<file path="src/design/ilha_pkg.sv">
package ilha_pkg;

  // heap geometry
  localparam int HEAP_BYTES  = 65536;
  localparam int ALIGN_BYTES = 16;
  localparam int TAG_BYTES   = ALIGN_BYTES / 2;
  localparam int MIN_CHUNK   = 2 * TAG_BYTES;
  localparam int TAG_DEPTH   = HEAP_BYTES / TAG_BYTES;
  localparam int TAG_SHIFT   = $clog2(TAG_BYTES);
  localparam int IDX_W       = $clog2(TAG_DEPTH);
  localparam int SIZE_W      = $clog2(HEAP_BYTES) + 1;
  localparam int SUM_W       = SIZE_W + 1;

  // operation codes
  localparam logic [1:0] OP_ALLOC   = 2'd0;
  localparam logic [1:0] OP_RELEASE = 2'd1;
  localparam logic [1:0] OP_RESIZE  = 2'd2;

  // status codes
  localparam logic [1:0] ST_OK   = 2'd0;
  localparam logic [1:0] ST_NULL = 2'd1;
  localparam logic [1:0] ST_OOM  = 2'd2;

  typedef struct packed {
    logic [1:0]  operation;
    logic [15:0] payload_address;
    logic [15:0] request_bytes;
  } req_t;

  typedef struct packed {
    logic [15:0] result_address;
    logic [1:0]  status;
    logic [15:0] copy_source;
    logic [15:0] copy_bytes;
  } rsp_t;

  // datapath micro-operations
  typedef enum logic [4:0] {
    C_NOP,
    C_ACCEPT,
    C_WALK_INIT,
    C_RD_WK,
    C_WK_CAP,
    C_WK_NEXT,
    C_MK_FOUND,
    C_GROW,
    C_W0,
    C_W1,
    C_W2,
    C_W3,
    C_SET_OK_WK,
    C_SET_OK_P,
    C_SET_OOM,
    C_SET_COPY,
    C_CH_INIT,
    C_RD_CH,
    C_CH_CAP,
    C_MK_CH_FREE,
    C_NX,
    C_RD_NX,
    C_NX_CAP,
    C_MERGE_NX,
    C_RD_PF,
    C_PF_CAP,
    C_RD_PA,
    C_PA_CAP,
    C_MERGE_PA,
    C_MK_SHRINK,
    C_MK_ABSORB,
    C_OUT_LOAD
  } cmd_t;

  typedef enum logic [5:0] {
    S_IDLE,
    S_DISPATCH,
    S_WALK_INIT,
    S_WALK_CHK,
    S_WALK_CAP,
    S_WALK_TEST,
    S_GROW,
    S_A_END,
    S_COPY,
    S_W0,
    S_W1,
    S_W2,
    S_W3,
    S_F_CH,
    S_F_RD,
    S_F_CAP,
    S_F_MK,
    S_F_NX,
    S_F_NRD,
    S_F_NCAP,
    S_F_NTEST,
    S_F_PV,
    S_F_PCAP,
    S_F_PTEST,
    S_F_PACAP,
    S_F_PATEST,
    S_R_CH,
    S_R_RD,
    S_R_CAP,
    S_R_TEST,
    S_R_SHW,
    S_R_NRD,
    S_R_NCAP,
    S_R_NTEST,
    S_R_OK,
    S_OUT
  } state_t;

  // datapath flags seen by the controller
  typedef struct packed {
    logic [1:0] op;
    logic       p_zero;
    logic       bytes_zero;
    logic       wk_zero;
    logic       wk_fit;
    logic       grow_ok;
    logic       mk_split;
    logic       nx_ok;
    logic       nu;
    logic       absorb_fit;
    logic       shrink;
    logic       ch_gt_tag;
    logic       pf_ok;
    logic       pu;
    logic       out_free;
  } stat_t;

endpackage

</file>
<file path="src/design/ilha_ctrl.sv">
module ilha_ctrl (
  input  logic            clk,
  input  logic            rst,
  input  logic            req_valid,
  input  ilha_pkg::stat_t stat,
  output ilha_pkg::cmd_t  cmd,
  output logic            busy
);

  ilha_pkg::state_t state, state_next, ret, ret_next;
  logic             reloc, reloc_next;

  // state register
  always_ff @(posedge clk) begin
    if (rst) begin
      state <= ilha_pkg::S_IDLE;
      ret   <= ilha_pkg::S_IDLE;
      reloc <= 1'b0;
    end else begin
      state <= state_next;
      ret   <= ret_next;
      reloc <= reloc_next;
    end
  end

  assign busy = (state != ilha_pkg::S_IDLE);

  // next state and commands
  always_comb begin
    state_next = state;
    ret_next   = ret;
    reloc_next = reloc;
    cmd        = ilha_pkg::C_NOP;
    case (state)
      ilha_pkg::S_IDLE: begin
        if (req_valid) begin
          cmd        = ilha_pkg::C_ACCEPT;
          reloc_next = 1'b0;
          state_next = ilha_pkg::S_DISPATCH;
        end
      end
      ilha_pkg::S_DISPATCH: begin
        case (stat.op)
          ilha_pkg::OP_ALLOC: begin
            state_next = stat.bytes_zero ? ilha_pkg::S_OUT : ilha_pkg::S_WALK_INIT;
          end
          ilha_pkg::OP_RELEASE: begin
            state_next = stat.p_zero ? ilha_pkg::S_OUT : ilha_pkg::S_F_CH;
          end
          ilha_pkg::OP_RESIZE: begin
            if (stat.p_zero) begin
              state_next = stat.bytes_zero ? ilha_pkg::S_OUT : ilha_pkg::S_WALK_INIT;
            end else if (stat.bytes_zero) begin
              state_next = ilha_pkg::S_F_CH;
            end else begin
              state_next = ilha_pkg::S_R_CH;
            end
          end
          default: state_next = ilha_pkg::S_OUT;
        endcase
      end
      // first-fit walk
      ilha_pkg::S_WALK_INIT: begin
        cmd        = ilha_pkg::C_WALK_INIT;
        state_next = ilha_pkg::S_WALK_CHK;
      end
      ilha_pkg::S_WALK_CHK: begin
        if (stat.wk_zero) begin
          state_next = ilha_pkg::S_GROW;
        end else begin
          cmd        = ilha_pkg::C_RD_WK;
          state_next = ilha_pkg::S_WALK_CAP;
        end
      end
      ilha_pkg::S_WALK_CAP: begin
        cmd        = ilha_pkg::C_WK_CAP;
        state_next = ilha_pkg::S_WALK_TEST;
      end
      ilha_pkg::S_WALK_TEST: begin
        if (stat.wk_fit) begin
          cmd        = ilha_pkg::C_MK_FOUND;
          ret_next   = ilha_pkg::S_A_END;
          state_next = ilha_pkg::S_W0;
        end else begin
          cmd        = ilha_pkg::C_WK_NEXT;
          state_next = ilha_pkg::S_WALK_CHK;
        end
      end
      ilha_pkg::S_GROW: begin
        if (stat.grow_ok) begin
          cmd        = ilha_pkg::C_GROW;
          ret_next   = ilha_pkg::S_A_END;
          state_next = ilha_pkg::S_W0;
        end else begin
          cmd        = ilha_pkg::C_SET_OOM;
          state_next = ilha_pkg::S_OUT;
        end
      end
      ilha_pkg::S_A_END: begin
        cmd        = ilha_pkg::C_SET_OK_WK;
        state_next = reloc ? ilha_pkg::S_COPY : ilha_pkg::S_OUT;
      end
      ilha_pkg::S_COPY: begin
        cmd        = ilha_pkg::C_SET_COPY;
        state_next = ilha_pkg::S_F_CH;
      end
      // shared tag write sequence
      ilha_pkg::S_W0: begin
        cmd        = ilha_pkg::C_W0;
        state_next = ilha_pkg::S_W1;
      end
      ilha_pkg::S_W1: begin
        cmd        = ilha_pkg::C_W1;
        state_next = stat.mk_split ? ilha_pkg::S_W2 : ret;
      end
      ilha_pkg::S_W2: begin
        cmd        = ilha_pkg::C_W2;
        state_next = ilha_pkg::S_W3;
      end
      ilha_pkg::S_W3: begin
        cmd        = ilha_pkg::C_W3;
        state_next = ret;
      end
      // release with coalescing
      ilha_pkg::S_F_CH: begin
        cmd        = ilha_pkg::C_CH_INIT;
        state_next = ilha_pkg::S_F_RD;
      end
      ilha_pkg::S_F_RD: begin
        cmd        = ilha_pkg::C_RD_CH;
        state_next = ilha_pkg::S_F_CAP;
      end
      ilha_pkg::S_F_CAP: begin
        cmd        = ilha_pkg::C_CH_CAP;
        state_next = ilha_pkg::S_F_MK;
      end
      ilha_pkg::S_F_MK: begin
        cmd        = ilha_pkg::C_MK_CH_FREE;
        ret_next   = ilha_pkg::S_F_NX;
        state_next = ilha_pkg::S_W0;
      end
      ilha_pkg::S_F_NX: begin
        if (stat.nx_ok) begin
          cmd        = ilha_pkg::C_NX;
          state_next = ilha_pkg::S_F_NRD;
        end else begin
          state_next = ilha_pkg::S_F_PV;
        end
      end
      ilha_pkg::S_F_NRD: begin
        cmd        = ilha_pkg::C_RD_NX;
        state_next = ilha_pkg::S_F_NCAP;
      end
      ilha_pkg::S_F_NCAP: begin
        cmd        = ilha_pkg::C_NX_CAP;
        state_next = ilha_pkg::S_F_NTEST;
      end
      ilha_pkg::S_F_NTEST: begin
        if (!stat.nu) begin
          cmd        = ilha_pkg::C_MERGE_NX;
          ret_next   = ilha_pkg::S_F_PV;
          state_next = ilha_pkg::S_W0;
        end else begin
          state_next = ilha_pkg::S_F_PV;
        end
      end
      ilha_pkg::S_F_PV: begin
        if (stat.ch_gt_tag) begin
          cmd        = ilha_pkg::C_RD_PF;
          state_next = ilha_pkg::S_F_PCAP;
        end else begin
          state_next = ilha_pkg::S_OUT;
        end
      end
      ilha_pkg::S_F_PCAP: begin
        cmd        = ilha_pkg::C_PF_CAP;
        state_next = ilha_pkg::S_F_PTEST;
      end
      ilha_pkg::S_F_PTEST: begin
        if (stat.pf_ok) begin
          cmd        = ilha_pkg::C_RD_PA;
          state_next = ilha_pkg::S_F_PACAP;
        end else begin
          state_next = ilha_pkg::S_OUT;
        end
      end
      ilha_pkg::S_F_PACAP: begin
        cmd        = ilha_pkg::C_PA_CAP;
        state_next = ilha_pkg::S_F_PATEST;
      end
      ilha_pkg::S_F_PATEST: begin
        if (!stat.pu) begin
          cmd        = ilha_pkg::C_MERGE_PA;
          ret_next   = ilha_pkg::S_OUT;
          state_next = ilha_pkg::S_W0;
        end else begin
          state_next = ilha_pkg::S_OUT;
        end
      end
      // resize in place or relocate
      ilha_pkg::S_R_CH: begin
        cmd        = ilha_pkg::C_CH_INIT;
        state_next = ilha_pkg::S_R_RD;
      end
      ilha_pkg::S_R_RD: begin
        cmd        = ilha_pkg::C_RD_CH;
        state_next = ilha_pkg::S_R_CAP;
      end
      ilha_pkg::S_R_CAP: begin
        cmd        = ilha_pkg::C_CH_CAP;
        state_next = ilha_pkg::S_R_TEST;
      end
      ilha_pkg::S_R_TEST: begin
        if (stat.shrink) begin
          cmd        = ilha_pkg::C_MK_SHRINK;
          state_next = ilha_pkg::S_R_SHW;
        end else if (stat.nx_ok) begin
          cmd        = ilha_pkg::C_NX;
          state_next = ilha_pkg::S_R_NRD;
        end else begin
          reloc_next = 1'b1;
          state_next = ilha_pkg::S_WALK_INIT;
        end
      end
      ilha_pkg::S_R_SHW: begin
        if (stat.mk_split) begin
          ret_next   = ilha_pkg::S_R_OK;
          state_next = ilha_pkg::S_W0;
        end else begin
          state_next = ilha_pkg::S_R_OK;
        end
      end
      ilha_pkg::S_R_NRD: begin
        cmd        = ilha_pkg::C_RD_NX;
        state_next = ilha_pkg::S_R_NCAP;
      end
      ilha_pkg::S_R_NCAP: begin
        cmd        = ilha_pkg::C_NX_CAP;
        state_next = ilha_pkg::S_R_NTEST;
      end
      ilha_pkg::S_R_NTEST: begin
        if (stat.absorb_fit) begin
          cmd        = ilha_pkg::C_MK_ABSORB;
          ret_next   = ilha_pkg::S_R_OK;
          state_next = ilha_pkg::S_W0;
        end else begin
          reloc_next = 1'b1;
          state_next = ilha_pkg::S_WALK_INIT;
        end
      end
      ilha_pkg::S_R_OK: begin
        cmd        = ilha_pkg::C_SET_OK_P;
        state_next = ilha_pkg::S_OUT;
      end
      // hand the result word to the output register
      ilha_pkg::S_OUT: begin
        if (stat.out_free) begin
          cmd        = ilha_pkg::C_OUT_LOAD;
          state_next = ilha_pkg::S_IDLE;
        end
      end
      default: state_next = ilha_pkg::S_IDLE;
    endcase
  end

endmodule

</file>
<file path="config.mk">
export PLATFORM = sky130hd
export DESIGN_NAME = ilha_ctrl
export DESIGN_NICKNAME = d
export VERILOG_FILES = /design/src/design/ilha_pkg.sv /design/src/design/ilha_ctrl.sv
export SDC_FILE = /design/constraint.sdc
export NUM_CORES = 1
export LEC_CHECK = 0
export BUFFER_PORTS_ARGS = -buffer_cell sky130_fd_sc_hd__buf_4
export CORE_MARGIN = 4
export CORE_UTILIZATION = 45
export CTS_CLUSTER_DIAMETER = 30
export CTS_CLUSTER_SIZE = 28
export DETAILED_ROUTE_END_ITERATION = 8
export HOLD_SLACK_MARGIN = 0.08
export PLACE_DENSITY = 0.65
export SYNTH_ARGS = -nofsm -noshare
export SYNTH_HDL_FRONTEND = slang
export SYNTH_SLANG_ARGS = --single-unit
</file>
<file path="constraint.sdc">
create_clock -name clk -period 6.5 [get_ports clk]
set_clock_uncertainty 0.2 [all_clocks]
set_input_delay 0.325 -clock clk [delete_from_list [all_inputs] [get_ports clk]]
set_output_delay 0.325 -clock clk [all_outputs]
set_load 0.005 [all_outputs]
</file>
== After elaboration in Yosys (flattened, before gate mapping) ==
Cells that the tools add are included.
Word-level totals
  input bits: 19
  RAM bits: 0
  bits in latches: 0
  word-level logic and storage cells: 111
  flip-flop bits (word level): 13
  bits in read-only memories: 0
  memories: 0
  output and inout bits: 6
Cells by class
  mux-type cells: 47
  shifts and indexed selects: 0
  magnitude comparators: 0
  $mul: 0
  bitwise operators: 0
  equal/unequal tests: 48
  div/mod/pow operators: 0
  reduce and logical (&&, ||, !) cells: 13
  add/subtract/negate cells: 0
Operators with widths (number)
  one-hot mux 6 bit (36 select lines): 1
  one-hot mux 5 bit (29 select lines): 1
  two-way mux 6 bit: 18
  equality test 6 x 5 -> 1 bit (second input constant): 16
  two-way mux 5 bit: 12
  equality test 6 x 4 -> 1 bit (second input constant): 8
  one-hot mux 6 bit (7 select lines): 1
  equality test 6 x 3 -> 1 bit (second input constant): 4
  equality test 6 bit (second input constant): 4
  != test 2 bit (second input constant): 11
  one-hot mux 6 bit (3 select lines): 1
  equality test 6 x 2 -> 1 bit (second input constant): 2
  two-way mux 4 bit: 3
  OR reduction 2 bit: 5
  AND reduction 7 bit: 1
  nonzero test 7 bit: 1
  equality test 6 x 1 -> 1 bit (second input constant): 1
  logical NOT 6 bit: 1
  two-way mux 2 bit: 3
  nonzero test 6 bit: 1
  two-way mux 1 bit: 5
  AND reduction 5 bit: 1
  two-way mux 3 bit: 1
  one-hot mux 1 bit (3 select lines): 1
  5 further kinds: 5

== Longest topological paths before layout ==
  depth after elaboration: 4
  depth in mapped cells: 9
  mapped depth without buffers: 5

== Least setup slack after synthesis ==
OpenSTA, ideal clock, no wires.
  path kind: flip-flop to output port
  start: register state[0]
  end: output port cmd[1]
  arrival: 1.720 ns
  path slack: 4.255 ns
  required time: 5.975 ns
  path buffers: 2
  stages on the path, launching flop included: 8
  cell sequence: dfxtp_1 > buf_2 > buf_4 > inv_1 > o2111a_1 > a211oi_1 > o21ai_0 > or4_1
On the way
  word-level cells in the longest chain between the ends: 3
  elaborated cells on any way between the ends: 40
  those cells by class: eq/ne: 33; mux: 1; reduce/logical: 6
RTL lines
  from (decl): RTL line ilha_ctrl.sv:10  | ilha_pkg::state_t state, state_next, ret, ret_next;
  from (signal assigned): RTL line ilha_ctrl.sv:16  | state <= ilha_pkg::S_IDLE;
  from (signal assigned): RTL line ilha_ctrl.sv:20  | state <= state_next;
  equality test 6 bit, or another cell as far along: RTL line ilha_ctrl.sv:34  | case (state)
  OR reduction 2 bit (no source line)
  one-hot mux 5 bit (29 select lines) (*): RTL line ilha_ctrl.sv:34
  to (decl): RTL line ilha_ctrl.sv:6  | output ilha_pkg::cmd_t cmd,
Mark *: on every way between the ends. The rest lies on a longest branch, timed or not.

== Worst setup path in the final report ==
  start: register state[1]
  end: output port cmd[1]
Same word-level chain as after synthesis.

==> results.toml <==
[detailed_routing]
dr.pass1.iters = 6
via_count = 2345
drc = 0
wl_per_cell_um = 21.0
drt-total-wl_um = 6970
avgViaCountPerCell = 7.06
antenna_left = 0
drtIter0Drc = 535

[clock_tree]
cts_made_buffers = 3
cts_tree = "built"
cts_resized = 0
cts.sinks = 12
cts_setup_buffers = 0
clk_latency_ps = 240
clockRootBuffer = "clkbuf_8"
holdBufCountCts = 0
cts_max_level = 1
clkTransAtPathRegs_ps = 60
cts_buffer_depth = 2

[logic_synthesis]
synth_cells = 273
post_synth_instance_area_um2 = 1870
async_reset_ff_frac = 0
synth-edff-count = 0
ys_types = 64
synth_compound_area_frac = 0.302
synth_seq_cells = 12
synthXorXnorAreaFrac = 0.0187
synth.net_count = 292
synthAdderAreaFrac = 0
synth_top_family_by_area = "simple AND/OR/NAND/NOR gates"
synth-simple-area-share = 0.434
synth.avg_cell_area_um2 = 6.86
synth_seq_area_share = 0.128
ys_dominant_reg_cell = "dfxtp_1"
synth.area.mux_share = 0.0254
yosysWarnings = 0

[critical_path]
reg2reg_to = "ret[0]$_SDFFE_PP0P_"
r2r-start = "state[1]$_SDFFE_PP0P_"
endpoint_kind = "output pin"
start_kind = "flop"
rrSetupSlack_ps = 3760
crit_type = "reg -> out"
critPathMaxFanout = 26
cp.required_ps = 5970
ff2ff_path_depth = 5
arrival_ps = 2760

[die]
die_h_um = 72.5
coreArea_um2 = 4000
design.portCount = 25
start_util = 0.468
dieArea_um2 = 5260
die_w_um = 72.5
rows = 23

[power]
power_density_nw_per_um2 = 326
p_leak_nw = 0.829
max-vdd-ir-drop_uv = 222

[hold_path]
hp-start = "rst"
min_to = "ret[2]$_SDFFE_PP0P_"
holdPathStages = 2
hold_path.class = "in -> reg"

[final_layout]
multi_input_area_um2 = 1460
design_area_um2 = 2070
syn_to_final_growth_pct = 10.8
seqCellArea_um2 = 240
fin_util = 0.519
drive_gt1_frac = 0.167
nNetsFinal = 302
fillCellCount = 399
diodes = 0

[global_routing]
grt_pass1_wl_um = 11000
first_global_vias = 2150
track_usage = 0.266
antenna_found_initial = 0
grt.overflow.total = 0
grt_max_degree = 37

[sta]
slew_headroom = 0.352
setup_viol = 0
worst_pin_slew_ps = 971
setup_tns_ps = 0
fmax_mhz = 304
hold_viol_final = 0
finalCritPeriodShare = 0.506
slew_viol_final = 0
rsz0062_at_grt = "no"
finalCriticalPeriod_ps = 3290

[placement]
placed_cell_area_um2 = 2020
io_buffers = 24
hpwl_um = 5100
place_congestion = 1.12

[run_status]
status = "finished, final reports clean"

[run]
cap_violations = 0
## state kept, by name, indices dropped and copies added, names as in the netlist
register and count:
state 6, reloc 1, ret 5
## synthesized netlist by cell type (all sizes together), types with 2 or more instances
master / number / area (um2)
or4: 4 / 33.8
a311oi: 2 / 17.5
inv: 10 / 37.5
nor3b: 3 / 22.5
nand4: 8 / 65.1
nand3: 10 / 50.1
mux2: 3 / 37.5
a21oi: 17 / 85.1
nor4: 10 / 68.8
a211o: 2 / 17.5
a21o: 3 / 22.5
o32ai: 2 / 17.5
nor2b: 7 / 43.8
o21ai: 12 / 60.1
and2: 2 / 12.5
a211oi: 3 / 22.5
a22oi: 3 / 22.5
xor2: 4 / 35.0
o22ai: 3 / 18.8
nor3: 13 / 70.1
o211a: 4 / 40.0
nand2b: 12 / 75.1
nand3b: 5 / 37.5
a31oi: 6 / 37.5
buf: 18 / 111
and4b: 2 / 20.0
dfxtp: 12 / 240
and3b: 2 / 17.5
o31ai: 4 / 30.0
a2111oi: 3 / 26.3
or2: 4 / 25.0
nand4b: 2 / 17.5
and3: 2 / 12.5
a221oi: 3 / 26.3
a31o: 3 / 26.3
clkbuf: 6 / 22.5
or3: 3 / 23.8
nor2: 23 / 86.3
nand2: 22 / 82.6
a32o: 2 / 20.0
## where the power goes
group / internal [mW] / switching (mW) / leakage [nW]
Clock: 0.0535 / 0.0282 / 0.0288
Combinational: 0.183 / 0.301 / 0.703
Sequential: 0.0913 / 0.0194 / 0.0976
## layer usage
layer | track usage | up-vias | routed length [um] | share of wire
li1 | - | 1067 | - | -
met1 | 0.364 | 1033 | 2700 | 0.39
met2 | 0.402 | 219 | 2990 | 0.43
met3 | 0.0831 | 26 | 1070 | 0.15
met4 | 0.0738 | 0 | 205 | 0.029
met5 | 0 | - | 0 | 0
## placed cells by master (no fill, tap or decap), drive strengths merged, types with 3 or more instances in the layout
cell type,count
nand3b,5
nand2b,12
or3,3
nor2,23
inv,10
o211a,4
nor2b,7
a31oi,6
nor3b,3
or4,4
a21oi,17
o22ai,3
a22oi,3
xor2,4
nand4,8
nand3,10
a31o,3
or2,4
clkbuf,4
o31ai,4
mux2,3
a211oi,3
nor4,10
a21o,3
nor3,13
a2111oi,3
o21ai,12
a221oi,3
dfxtp,12
buf,29
nand2,22
## cell type report
type / count / share of cell area
timing repair buffer: 29 / 0.105
inverter: 10 / 0.0181
sequential: 12 / 0.116
clock buffer: 4 / 0.0265
multi-input combinational: 227 / 0.704
tap: 50 / 0.0302
## worst max-delay path, cell delays in order, from the launching register on
cell	delay (ps)
dfxtp_1	950
nor2_1	270
o2111a_1	230
a211oi_1	260
o21ai_0	170
or4_1	490
buf_4	150
## through the flow
| stage | cells | hold WS [ps] | power [mW] | setup WS (ps) |
|---|---|---|---|---|
| 2_1_floorplan | 273 | 248 | 0.452 | 4250 |
| 3_3_place_gp | 328 | 272 | 0.578 | 3630 |
| 3_5_place_dp | 328 | 277 | 0.575 | 3580 |
| 4_1_cts | 332 | 156 | 0.659 | 3320 |
| 5_1_grt | 332 | 177 | 0.718 | 3110 |
| 6_report | 332 | 158 | 0.676 | 3210 |
## worst max-delay path by stage
stage	startpoint	to	slack (ps)	cells past startpoint
after floorplan	state[0]$_SDFFE_PP0P_	cmd[1]	4250	7
after global placement	state[1]$_SDFFE_PP0P_	cmd[1]	3630	6
after detailed placement	state[1]$_SDFFE_PP0P_	cmd[1]	3580	6
after CTS	state[1]$_SDFFE_PP0P_	cmd[1]	3320	6
after global routing	state[1]$_SDFFE_PP0P_	cmd[1]	3110	6
final	state[1]$_SDFFE_PP0P_	cmd[1]	3210	6
## cell families after synthesis
family                 Yosys count
XOR/XNOR                         4
AO/OA/AOI/OAI                   80
multiplexers                     4
AND/OR/NAND/NOR                139
buffers and inverters           34
flip-flops                      12
Power figures use the tool's default switching activity.
